===== src/bvce_pkg.sv =====
package bvce_pkg;

	localparam int DIVIDEND_W = 24;
	localparam int DIVISOR_W  = 12;
	localparam int ADDR_W     = 4;

	localparam logic [11:0] CONV_MUL  = 12'd3100;
	localparam logic [11:0] SEG_RECIP = 12'd1311;

	localparam logic [13:0] MV_FULL   = 14'd4200;
	localparam logic [13:0] MV_EMPTY  = 14'd3300;
	localparam logic [13:0] MV_CLAMP  = 14'd16383;
	localparam logic [6:0]  PCT_FULL  = 7'd100;
	localparam logic [6:0]  PCT_EMPTY = 7'd0;

	localparam int CURVE_POINTS = 10;

	localparam logic [1:0] REG_MONITOR = 2'd0;
	localparam logic [1:0] REG_COARSE  = 2'd1;
	localparam logic [1:0] REG_RATIO   = 2'd2;

	typedef struct packed {
		logic                  start;
		logic [DIVIDEND_W-1:0] dividend;
		logic [DIVISOR_W-1:0]  divisor;
	} div_req_t;

	function automatic logic [13:0] curve_mv(input logic [3:0] idx);
		logic [13:0] v;
		case (idx)
			4'd0:    v = 14'd4200;
			4'd1:    v = 14'd4100;
			4'd2:    v = 14'd4000;
			4'd3:    v = 14'd3900;
			4'd4:    v = 14'd3800;
			4'd5:    v = 14'd3700;
			4'd6:    v = 14'd3600;
			4'd7:    v = 14'd3500;
			4'd8:    v = 14'd3400;
			4'd9:    v = 14'd3300;
			default: v = 14'd3300;
		endcase
		return v;
	endfunction

	function automatic logic [6:0] curve_pct(input logic [3:0] idx);
		logic [6:0] v;
		case (idx)
			4'd0:    v = 7'd100;
			4'd1:    v = 7'd90;
			4'd2:    v = 7'd80;
			4'd3:    v = 7'd60;
			4'd4:    v = 7'd45;
			4'd5:    v = 7'd30;
			4'd6:    v = 7'd18;
			4'd7:    v = 7'd10;
			4'd8:    v = 7'd5;
			4'd9:    v = 7'd0;
			default: v = 7'd0;
		endcase
		return v;
	endfunction

endpackage


===== src/bvce_divider.sv =====
module bvce_divider (
	input  logic                                clk,
	input  logic                                arst_n,
	input  bvce_pkg::div_req_t                  req,
	output logic                                done,
	output logic [bvce_pkg::DIVIDEND_W-1:0]     quotient
);

	localparam int W  = bvce_pkg::DIVIDEND_W;
	localparam int DW = bvce_pkg::DIVISOR_W;
	localparam logic [4:0] LAST_STEP = 5'(W - 1);

	logic [W-1:0]  work_q;
	logic [DW-1:0] rem_q;
	logic [DW-1:0] divisor_q;
	logic [4:0]    cnt_q;
	logic          busy_q;
	logic          done_q;

	logic [DW:0]   shifted;
	logic [DW:0]   trial;
	logic          fits;

	assign shifted = {rem_q, work_q[W-1]};
	assign trial   = shifted - {1'b0, divisor_q};
	assign fits    = shifted >= {1'b0, divisor_q};

	always_ff @(posedge clk or negedge arst_n) begin
		if (!arst_n) begin
			busy_q <= 1'b0;
			done_q <= 1'b0;
			cnt_q  <= '0;
		end else begin
			done_q <= 1'b0;
			if (req.start) begin
				busy_q <= 1'b1;
				cnt_q  <= '0;
			end else if (busy_q) begin
				cnt_q <= cnt_q + 5'd1;
				if (cnt_q == LAST_STEP) begin
					busy_q <= 1'b0;
					done_q <= 1'b1;
				end
			end
		end
	end

	always_ff @(posedge clk) begin
		if (req.start) begin
			work_q    <= req.dividend;
			rem_q     <= '0;
			divisor_q <= req.divisor;
		end else if (busy_q) begin
			work_q <= {work_q[W-2:0], fits};
			rem_q  <= fits ? trial[DW-1:0] : shifted[DW-1:0];
		end
	end

	assign done     = done_q;
	assign quotient = work_q;

endmodule


===== src/battery_voltage_and_charge_estimator_core.sv =====
// a sample with sample_ok low or in millivolt mode passes through the accumulate step only; a
// coarse sample first takes a conversion step for the multiply and shift-add scaling by 3100/4095
// the last attempt of a burst, when its result is valid, adds the 24-step radix-2 mean divide,
// then the scale step, the curve step and, strictly between the end points, the interpolation step
// one item at a time; a held result keeps the input stalled
// reset (arst_n low) clears accumulators and sequencer, loads monitor off, coarse on, ratio 2
module battery_voltage_and_charge_estimator_core #(
	parameter int BURST_LENGTH = 16
) (
	input  logic                        clk,
	input  logic                        arst_n,
	input  logic                        psel,
	input  logic                        penable,
	input  logic                        pwrite,
	input  logic [bvce_pkg::ADDR_W-1:0] paddr,
	input  logic [31:0]                 pwdata,
	output logic [31:0]                 prdata,
	output logic                        pready,
	input  logic                        in_valid,
	output logic                        in_stall,
	input  logic [11:0]                 sample_value,
	input  logic                        sample_ok,
	output logic                        out_valid,
	input  logic                        out_stall,
	output logic                        reading_valid,
	output logic [13:0]                 battery_mv,
	output logic [6:0]                  charge_percent
);

	localparam logic [3:0] LAST = 4'(BURST_LENGTH - 1);

	localparam logic [2:0] S_IDLE   = 3'd0;
	localparam logic [2:0] S_CONV   = 3'd1;
	localparam logic [2:0] S_ACC    = 3'd2;
	localparam logic [2:0] S_MEAN   = 3'd3;
	localparam logic [2:0] S_SCALE  = 3'd4;
	localparam logic [2:0] S_SOC    = 3'd5;
	localparam logic [2:0] S_INTERP = 3'd6;
	localparam logic [2:0] S_OUT    = 3'd7;

	logic [2:0]  state_q;
	logic        monitor_q;
	logic        coarse_q;
	logic [2:0]  ratio_q;
	logic [3:0]  attempt_q;
	logic [15:0] sum_q;
	logic [4:0]  cnt_q;
	logic [11:0] sample_q;
	logic        ok_q;
	logic        conv_q;
	logic [11:0] conv_mv_q;
	logic [11:0] prod_q;
	logic        rv_q;
	logic [13:0] bmv_q;
	logic [6:0]  pct_q;

	bvce_pkg::div_req_t                  div_req;
	logic                                div_done;
	logic [bvce_pkg::DIVIDEND_W-1:0]     div_quo;

	logic        cfg_wr;
	logic [23:0] conv_prod;
	logic [23:0] conv_sum;
	logic [11:0] add_mv;
	logic [15:0] sum_next;
	logic [4:0]  cnt_next;
	logic        result_ok;
	logic [2:0]  ratio_eff;
	logic [14:0] scaled;
	logic [3:0]  seg;
	logic [13:0] seg_lo_mv;
	logic [6:0]  seg_lo_pct;
	logic [4:0]  seg_rise;
	logic [13:0] seg_diff;
	logic [11:0] seg_prod;
	logic [23:0] interp_prod;
	logic        soc_mid;

	bvce_divider u_div (
		.clk      (clk),
		.arst_n   (arst_n),
		.req      (div_req),
		.done     (div_done),
		.quotient (div_quo)
	);

	// configuration port
	assign pready = 1'b1;
	assign cfg_wr = psel & penable & pwrite;

	always_ff @(posedge clk or negedge arst_n) begin
		if (!arst_n) begin
			monitor_q <= 1'b0;
			coarse_q  <= 1'b1;
			ratio_q   <= 3'd2;
		end else if (cfg_wr) begin
			case (paddr[3:2])
				bvce_pkg::REG_MONITOR: monitor_q <= pwdata[0];
				bvce_pkg::REG_COARSE:  coarse_q  <= pwdata[0];
				bvce_pkg::REG_RATIO:   ratio_q   <= pwdata[2:0];
				default: ;
			endcase
		end
	end

	always_comb begin
		case (paddr[3:2])
			bvce_pkg::REG_MONITOR: prdata = {31'b0, monitor_q};
			bvce_pkg::REG_COARSE:  prdata = {31'b0, coarse_q};
			bvce_pkg::REG_RATIO:   prdata = {29'b0, ratio_q};
			default:               prdata = '0;
		endcase
	end

	// coarse scaling: divide by 4095 as (x + (x >> 12) + 1) >> 12
	assign conv_prod = {12'b0, sample_q} * {12'b0, bvce_pkg::CONV_MUL};
	assign conv_sum  = conv_prod + {12'b0, conv_prod[23:12]} + 24'd1;

	// accumulation
	assign add_mv    = conv_q ? conv_mv_q : sample_q;
	assign sum_next  = ok_q ? sum_q + {4'b0, add_mv} : sum_q;
	assign cnt_next  = ok_q ? cnt_q + 5'd1 : cnt_q;
	assign result_ok = monitor_q && (cnt_next != 5'd0);

	assign ratio_eff = (ratio_q == 3'd0) ? 3'd1 : ((ratio_q > 3'd4) ? 3'd4 : ratio_q);
	assign scaled    = {3'b0, div_quo[11:0]} * {12'b0, ratio_eff};

	// curve segment: lowest index whose lower point is at or below the voltage
	always_comb begin
		seg = 4'd8;
		for (int i = 8; i >= 0; i--) begin
			if (bmv_q >= bvce_pkg::curve_mv(4'(i + 1))) seg = 4'(i);
		end
	end

	assign seg_lo_mv  = bvce_pkg::curve_mv(seg + 4'd1);
	assign seg_lo_pct = bvce_pkg::curve_pct(seg + 4'd1);
	assign seg_rise   = 5'(bvce_pkg::curve_pct(seg) - seg_lo_pct);
	assign seg_diff   = bmv_q - seg_lo_mv;
	assign seg_prod   = {5'b0, seg_diff[6:0]} * {7'b0, seg_rise};
	assign soc_mid    = (bmv_q < bvce_pkg::MV_FULL) && (bmv_q > bvce_pkg::MV_EMPTY);

	// segment span of 100 mv: divide by reciprocal 1311 / 2^17
	assign interp_prod = {12'b0, prod_q} * {12'b0, bvce_pkg::SEG_RECIP};

	always_comb begin
		div_req = '0;
		case (state_q)
			S_ACC: begin
				if (!(attempt_q < LAST) && result_ok) begin
					div_req.start    = 1'b1;
					div_req.dividend = {8'b0, sum_next};
					div_req.divisor  = {7'b0, cnt_next};
				end
			end
			default: ;
		endcase
	end

	// sequencer
	always_ff @(posedge clk or negedge arst_n) begin
		if (!arst_n) begin
			state_q   <= S_IDLE;
			attempt_q <= '0;
			sum_q     <= '0;
			cnt_q     <= '0;
		end else begin
			case (state_q)
				S_IDLE: begin
					if (in_valid) state_q <= (sample_ok && coarse_q) ? S_CONV : S_ACC;
				end
				S_CONV: state_q <= S_ACC;
				S_ACC: begin
					if (attempt_q < LAST) begin
						attempt_q <= attempt_q + 4'd1;
						sum_q     <= sum_next;
						cnt_q     <= cnt_next;
						state_q   <= S_IDLE;
					end else begin
						attempt_q <= '0;
						sum_q     <= '0;
						cnt_q     <= '0;
						state_q   <= result_ok ? S_MEAN : S_OUT;
					end
				end
				S_MEAN: begin
					if (div_done) state_q <= S_SCALE;
				end
				S_SCALE:  state_q <= S_SOC;
				S_SOC:    state_q <= soc_mid ? S_INTERP : S_OUT;
				S_INTERP: state_q <= S_OUT;
				S_OUT: begin
					if (!out_stall) state_q <= S_IDLE;
				end
				default: state_q <= S_IDLE;
			endcase
		end
	end

	always_ff @(posedge clk) begin
		case (state_q)
			S_IDLE: begin
				if (in_valid) begin
					sample_q <= sample_value;
					ok_q     <= sample_ok;
					conv_q   <= coarse_q;
				end
			end
			S_CONV: begin
				conv_mv_q <= conv_sum[23:12];
			end
			S_ACC: begin
				if (!(attempt_q < LAST) && !result_ok) begin
					rv_q  <= 1'b0;
					bmv_q <= '0;
					pct_q <= '0;
				end
			end
			S_SCALE: begin
				rv_q  <= 1'b1;
				bmv_q <= (scaled > {1'b0, bvce_pkg::MV_CLAMP}) ? bvce_pkg::MV_CLAMP
				                                                : scaled[13:0];
			end
			S_SOC: begin
				prod_q <= seg_prod;
				if (bmv_q >= bvce_pkg::MV_FULL)       pct_q <= bvce_pkg::PCT_FULL;
				else if (bmv_q <= bvce_pkg::MV_EMPTY) pct_q <= bvce_pkg::PCT_EMPTY;
				else                                  pct_q <= seg_lo_pct;
			end
			S_INTERP: begin
				pct_q <= pct_q + interp_prod[23:17];
			end
			default: ;
		endcase
	end

	assign in_stall       = state_q != S_IDLE;
	assign out_valid      = state_q == S_OUT;
	assign reading_valid  = rv_q;
	assign battery_mv     = bmv_q;
	assign charge_percent = pct_q;

	a_out_blocks_in: assert property (@(posedge clk) disable iff (!arst_n)
		out_valid |-> in_stall)
		else $error("input taken while a result is pending");

	a_item_busy: assert property (@(posedge clk) disable iff (!arst_n)
		in_valid && !in_stall |=> in_stall)
		else $error("ready again right after a transfer");

	a_invalid_zero: assert property (@(posedge clk) disable iff (!arst_n)
		out_valid && !reading_valid |-> battery_mv == 14'd0 && charge_percent == 7'd0)
		else $error("invalid result carries nonzero fields");

	a_pct_range: assert property (@(posedge clk) disable iff (!arst_n)
		out_valid |-> charge_percent <= bvce_pkg::PCT_FULL)
		else $error("charge above full scale");

endmodule


===== config.mk =====
export PLATFORM = sky130hd
export DESIGN_NAME = battery_voltage_and_charge_estimator_core
export DESIGN_NICKNAME = d
export VERILOG_FILES = /design/src/bvce_pkg.sv /design/src/bvce_divider.sv /design/src/battery_voltage_and_charge_estimator_core.sv
export SDC_FILE = /design/constraint.sdc
export NUM_CORES = 1
export LEC_CHECK = 0
export CORE_ASPECT_RATIO = 0.5
export CORE_UTILIZATION = 45
export DETAILED_ROUTE_END_ITERATION = 7
export DONT_BUFFER_PORTS = 1
export SLEW_MARGIN = 20
export SYNTH_ARGS = -nofsm -noshare
export SYNTH_HDL_FRONTEND = slang
export SYNTH_HIERARCHICAL = 1
export SYNTH_SLANG_ARGS = --single-unit

===== constraint.sdc =====
create_clock -name clk -period 10.6 [get_ports clk]
set_clock_uncertainty 0.1 [all_clocks]
set_input_delay 1.06 -clock clk [delete_from_list [all_inputs] [get_ports clk]]
set_output_delay 1.06 -clock clk [all_outputs]
set_load 0.01 [all_outputs]

# Word level (Yosys, flattened, before mapping)
# Memories as Yosys holds them, arrays and structs flattened.
# Index checks and enable logic that the tools add are counted.
[classes]
add_sub_neg = 11
multipliers = 4
div_mod_pow = 0
magnitude_cmp = 16
eq_ne = 14
shift = 0
mux = 47
bitwise_logic = 2
n_reduce_logical = 23
[op_table]
columns = ["operator", "n"]
rows = [
  ["$ge 14x12->1 const B", 7],
  ["$mux 37", 2],
  ["$mux 24", 2],
  ["$mux 4", 9],
  ["$mux 16", 2],
  ["$ge 14x13->1 const B", 2],
  ["$mux 14", 2],
  ["$pmux 14 s2", 1],
  ["$add 24x1->24 const B", 1],
  ["$add 24x12->24", 1],
  ["$mux 12", 2],
  ["$pmux 3 s8", 1],
  ["$mul 12x11->23 const B", 1],
  ["$mul 12x10->22 const B", 1],
  ["$mux 3", 7],
  ["$mux 7", 3],
  ["$pmux 7 s3", 1],
  ["$mux 5", 4],
  ["$add 16x12->16", 1],
  ["$gt 15x14->1 const B", 1],
  ["$mul 12x3->15", 1],
  ["$gt 14x12->1 const B", 1],
  ["$le 14x12->1 const B", 1],
  ["$lt 14x13->1 const B", 1],
  ["other kinds (32)", 62],
]
[word_totals]
ff_bits = 148
latchBits = 0
mem_bits_rw = 0
rom_bits = 400
input_bits = 56
out_inout_bits = 57
wordCells = 142
memories = 3
[memory_table]
columns = ["memory", "depth", "word_bits", "read_ports", "rd_ports_with_merged_regs", "wr", "line", "source"]
rows = [
  ["(name not given)", 16, 11, 1, 0, 0, "bvce_pkg.sv:30", "case (idx)"],
  ["(name not given)", 16, 7, 1, 0, 0, "bvce_pkg.sv:48", "case (idx)"],
  ["(name not given)", 16, 7, 1, 0, 0, "bvce_pkg.sv:48", ""],
]

# Longest topological paths before layout
# An unclocked memory read counts as a cell.
[depth]
word_depth = 14
mapped_depth = 33
mapped_depth_nobuf = 31

# Modules after synthesis
# The synthesis kept the hierarchy.
[by_module_without_submodules]
columns = ["module", "instances", "cells_per_inst", "area_each_um2", "seq_area_each_um2"]
rows = [
  ["battery_voltage_and_charge_estimator_core", 1, 1373, 12772.2, 2630.0],
  ["bvce_divider", 1, 251, 2859.0, 1496.4],
]

# Worst setup path after synthesis
# Ideal clock, no wire load.
[synth_path]
path_kind = "reg-to-reg"
startpoint = "reg bmv_q[5] (netlist: battery_mv[5])"
endpoint = "reg prod_q[11], data pin"
setup_ns = 0.264
arrival_time_ns = 7.157
required_time_ns = 10.236
path_slack_ns = 3.078
stages_incl_launch_ff = 31
synth_period_minus_slack_ns = 7.522
path_cell_list = "edfxtp_1 -> clkbuf_1 -> or2_1 -> or4_1 -> o22a_1 -> a21oi_4 -> ha_1 -> ha_1 -> clkbuf_1 -> xnor2_1 -> nor2_1 -> ha_1 -> fa_1 -> inv_1 -> a21o_1 -> a21oi_1 -> xnor2_1 -> xor2_1 -> nand2_1 -> fa_1 -> fa_1 -> fa_1 -> inv_1 -> ha_1 -> a21oi_1 -> o21bai_1 -> a21oi_1 -> o21bai_1 -> a21oi_1 -> nor4b_1 -> nor3_1"
[synth_between]
elab_chain_cells = 13
elab_cells_between_ends = 23
cone_classes = "add/sub (3); mul (1); order compare (8); mux (8); memory (3)"
[synth_rtl]
columns = ["item", "line", "source"]
rows = [
  ["start, declared", "battery_voltage_and_charge_estimator_core.sv:54", "logic [13:0] bmv_q;"],
  ["start signal, assigned", "battery_voltage_and_charge_estimator_core.sv:221", "bmv_q <= (scaled > {1'b0, bvce_pkg::MV_CLAMP}) ? bvce_pkg::MV_CLAMP"],
  ["$ge 14x12->1", "battery_voltage_and_charge_estimator_core.sv:132", "if (bmv_q >= bvce_pkg::curve_mv(4'(i + 1))) seg = 4'(i);"],
  ["$mux 4 (8 in a row)", "battery_voltage_and_charge_estimator_core.sv:132", ""],
  ["$add 4x1->4", "battery_voltage_and_charge_estimator_core.sv:136, battery_voltage_and_charge_estimator_core.sv:137", ""],
  ["$mem_v2 16x11 or $mem_v2 16x7 (tied branches)", "--", ""],
  ["$sub 7x7->7 or $sub 5x5->5 (tied branches)", "battery_voltage_and_charge_estimator_core.sv:139, battery_voltage_and_charge_estimator_core.sv:138", ""],
  ["$mul 7x5->12 *", "battery_voltage_and_charge_estimator_core.sv:140", "assign seg_prod = {5'b0, seg_diff[6:0]} * {7'b0, seg_rise};"],
  ["named net seg_prod[11]", "battery_voltage_and_charge_estimator_core.sv:75", "logic [11:0] seg_prod;"],
  ["end signal, assigned", "battery_voltage_and_charge_estimator_core.sv:225", "prod_q <= seg_prod;"],
  ["end, declared", "battery_voltage_and_charge_estimator_core.sv:52", "logic [11:0] prod_q;"],
]
# The timed path passes the listed nets; every way through them passes the cells marked *.
# A chain may end at the register's enable or synchronous reset.

# Worst setup path after layout
# Same ends and word-level chain as after synthesis.

==> summary.md <==
| Metric | Value |
|---|---|
| Kind of cell adding the most delay to the critical path | `adder cells` |
| Overall global routing resource usage | `19.2%` |
| Min-Delay Path Class | `input pin to asynchronous set/reset pin` |
| Fraction of layout cells with a size suffix above 1 | `6.35%` |
| Num CTS Buffers | `17` |
| Most repeated library cell on the critical path | `a21oi_1` |
| Initial drt markers | `526` |
| Port buffer count | `0` |
| Antenna violation net count after detailed routing | `0` |
| Post-Syn Instances | `1,624` |
| Via count of the first global-routing pass | `11,400` |
| Setup crit end kind | `flip-flop` |
| Die H | `134 um` |
| Final Net Count | `2,017` |
| Total number of vias | `11,200` |
| Most used DFF post-synth | `edfxtp_1` |
| Nature of the critical path startpoint | `flip-flop` |
| WP buf/inv | `2` |
| Average size of a mapped cell | `9.63 um^2` |
| RSZ-0062 raised after global routing | `no` |
| Worst-margin pin slew | `1.11 ns` |
| Outcome | `finished clean` |
| Worst R2R Start | `battery_mv[5]` |
| Destination of the worst register-to-register timing path | `prod_q[11]` |
| Hold buffer count at CTS | `0` |
| Clock root buffer | `clkbuf_16` |
| Initial antenna violation count | `0` |
| CTS max path bufs | `2` |
| Routed wire per std cell | `15.6 um` |
| Final Hold Fails | `0` |
| Cell types with the highest counts after synthesis | `246 x ha_1, 217 x inv_1, 112 x nand2_1, 96 x edfxtp_1` |
| Area added between synthesis and finish | `6.70%` |
| F_max | `121 MHz` |
| Portion of the post-synthesis area used by sequential elements | `26.4%` |
| Cell with the most instances after synthesis | `ha_1` |
| Total Negative Setup Slacks | `0 ns` |
| Die outline area | `35,500 um^2` |
| Unique cell type count in the Yosys netlist | `85` |
| CP Class | `flip-flop to flip-flop` |
| Number of enable flip-flop cells after synthesis | `96` |
| Post-synthesis register bit count | `148` |
| Crit path required time | `10.67 ns` |
| Overflow left after global routing | `0` |
| Post-cts resize count | `0` |
| Antenna diode count | `0` |
| Site Rows | `47` |
| WP data arrival | `8.31 ns` |
| Clock sink count | `148` |
| Max-slew violation total from the final report | `0` |
| Max-capacitance violation count | `0` |
| Minimum setup slack among reg-to-reg paths | `2.36 ns` |
| Fraction of synthesized cell area taken by the top area cell type | `19.7%` |
| Worst skew pair latency | `0.43 ns` |
| Largest area contributor in the netlist | `ha_1` |
| Worst-path cell with the longest stage delay | `edfxtp_1` |
| Fill cell total of the finished layout | `3,139` |
| TritonCTS clock tree | `done` |
| Detailed Routing Iterations Pass 1 | `8` |
| Async S/R FF share, synth | `27.0%` |
| Pin count of the biggest net entering global routing | `56` |
| Number of remaining DRC errors | `0` |
| Starting density of the core | `46.5%` |
| Number of post-CTS setup repair buffers | `0` |
| Setup-failing EPs final | `0` |
| Delay contributed by the slowest stage of the critical path | `0.60 ns` |
| Cells taking the most area after synthesis | `ha_1 20%, edfxtp_1 18%, fa_1 12%` |
| Global-route wire length before repair | `55,500 um` |
| Core area | `33,600 um^2` |
| Logic depth of the worst register-to-register path | `28` |
| Chip Width | `266 um` |
| Final estimated routing congestion in global placement | `0.951` |
| Summed instance area of the synthesized netlist | `15,600 um^2` |
| Max-slew headroom | `25.8%` |
| Largest fanout on the critical path | `13` |
| Detailed placer's ending HPWL | `26,400 um` |
| Number of I/O pins | `113` |
| Via density | `5.34` |
| H-tree levels | `4` |
| Minimum period implied by the final worst setup slack | `8.24 ns` |
| Clock-pin slew on the worst setup and hold paths | `0.07 ns` |
| Ys Warns | `6` |
| Fraction of the cycle the final worst path needs | `77.7%` |
| Total wirelength of the detailed-routed design | `32,900 um` |
## registers in the layout (all words and copies together) (netlist names), 3 cells and up
| name | count |
|---|---|
| battery_mv | 14 |
| state_q | 3 |
| ratio_q | 3 |
| sum_q | 16 |
| cnt_q | 5 |
| sample_q | 12 |
| conv_mv_q | 12 |
| charge_percent | 7 |
| u_div/cnt_q | 5 |
| u_div/quotient | 24 |
| u_div/rem_q | 12 |
| prod_q | 12 |
| attempt_q | 4 |
| u_div/divisor_q | 12 |
## per-stage QoR
| stage | cells | hold WS (ns) | util (%) | setup slack [ns] | cell area [um^2] |
|---|---|---|---|---|---|
| final | 2103 | 0.220 | 49.6 | 2.36 | 16700 |
| after floorplan | 1667 | 0.363 | - | 3.08 | 15800 |
| after global placement | 2071 | 0.380 | 47.7 | 2.49 | 16100 |
| after detailed placement | 2071 | 0.396 | 47.7 | 2.42 | 16100 |
| after global routing | 2103 | 0.189 | 49.6 | 1.79 | 16700 |
| after CTS | 2103 | 0.196 | 49.6 | 2.39 | 16700 |
## placed cells by master, fill, tap and decap left out, types with 11 or more instances in the layout
cell / instances
mux2i_1: 17
xnor2_1: 58
xor2_1: 34
nand4_1: 14
dfrtp_1: 38
clkbuf_16: 17
nor3_1: 17
o21ai_0: 63
dfxtp_1: 12
mux2_2: 34
and3_1: 11
conb_1: 45
nand2b_1: 18
ha_1: 246
a21o_1: 32
fa_1: 90
nor2_1: 94
a21oi_1: 94
a31oi_1: 11
nand3_1: 27
o21bai_1: 13
nor2b_1: 23
edfxtp_1: 96
inv_1: 216
and2_1: 18
nand2_1: 112
a22o_1: 12
## cells by family (layout without fill, tap and decap cells)
| group | count (synthesis) | count (layout) | share of synthesized area [%] |
|---|---|---|---|
| buffers and inverters | 284 | 255 | 7.56 |
| flip-flops | 148 | 148 | 26.4 |
| AND/OR/NAND/NOR | 384 | 384 | 12.0 |
| adder cells (fa/ha/maj) | 336 | 336 | 31.2 |
| XOR/XNOR | 92 | 92 | 5.15 |
| multiplexers | 51 | 51 | 3.54 |
| AO/OA/AOI/OAI | 327 | 327 | 14.0 |
| other | 2 | 45 | 0.0480 |
## worst max-delay path by stage
stage | depth (start not counted) | end | from
6_report | 28 | prod_q[11] | battery_mv[5]
4_1_cts | 28 | prod_q[11] | battery_mv[6]
2_1_floorplan | 30 | prod_q[11] | battery_mv[5]
3_3_place_gp | 28 | prod_q[11] | battery_mv[6]
3_5_place_dp | 28 | prod_q[11] | battery_mv[6]
5_1_grt | 28 | prod_q[11] | battery_mv[6]
## cell type report
type / instances / area, um^2 / share of cell area [%]
Clock buffer: 17 / 425 / 2.55
Clock inverter: 15 / 191 / 1.15
Inverter: 217 / 815 / 4.88
Multi-Input combinational cell: 1235 / 10500 / 62.9
Sequential cell: 148 / 4130 / 24.7
Tap cell: 465 / 582 / 3.49
Timing Repair Buffer: 6 / 45.0 / 0.270
## per-layer routing
layer  global-route usage [%]  routed length (um)
met1                     23.7               14700
met2                     34.9               16600
met3                     2.64                 802
met4                     5.94                 720
met5                        0                   0
## worst reg2reg max path: cells and delay by family (launching register included)
kind	cells	cell delay (ns)
AND/OR/NAND/NOR	5	0.94
AO/OA/AOI/OAI	10	2.16
flip-flops	1	0.60
adder cells (fa/ha/maj)	8	3.22
XOR/XNOR	3	0.84
buffers and inverters	2	0.12
Power is left out: the tool's default activity adds up to more than one toggle a clock period on the data nets, which glitch-free logic cannot reach.
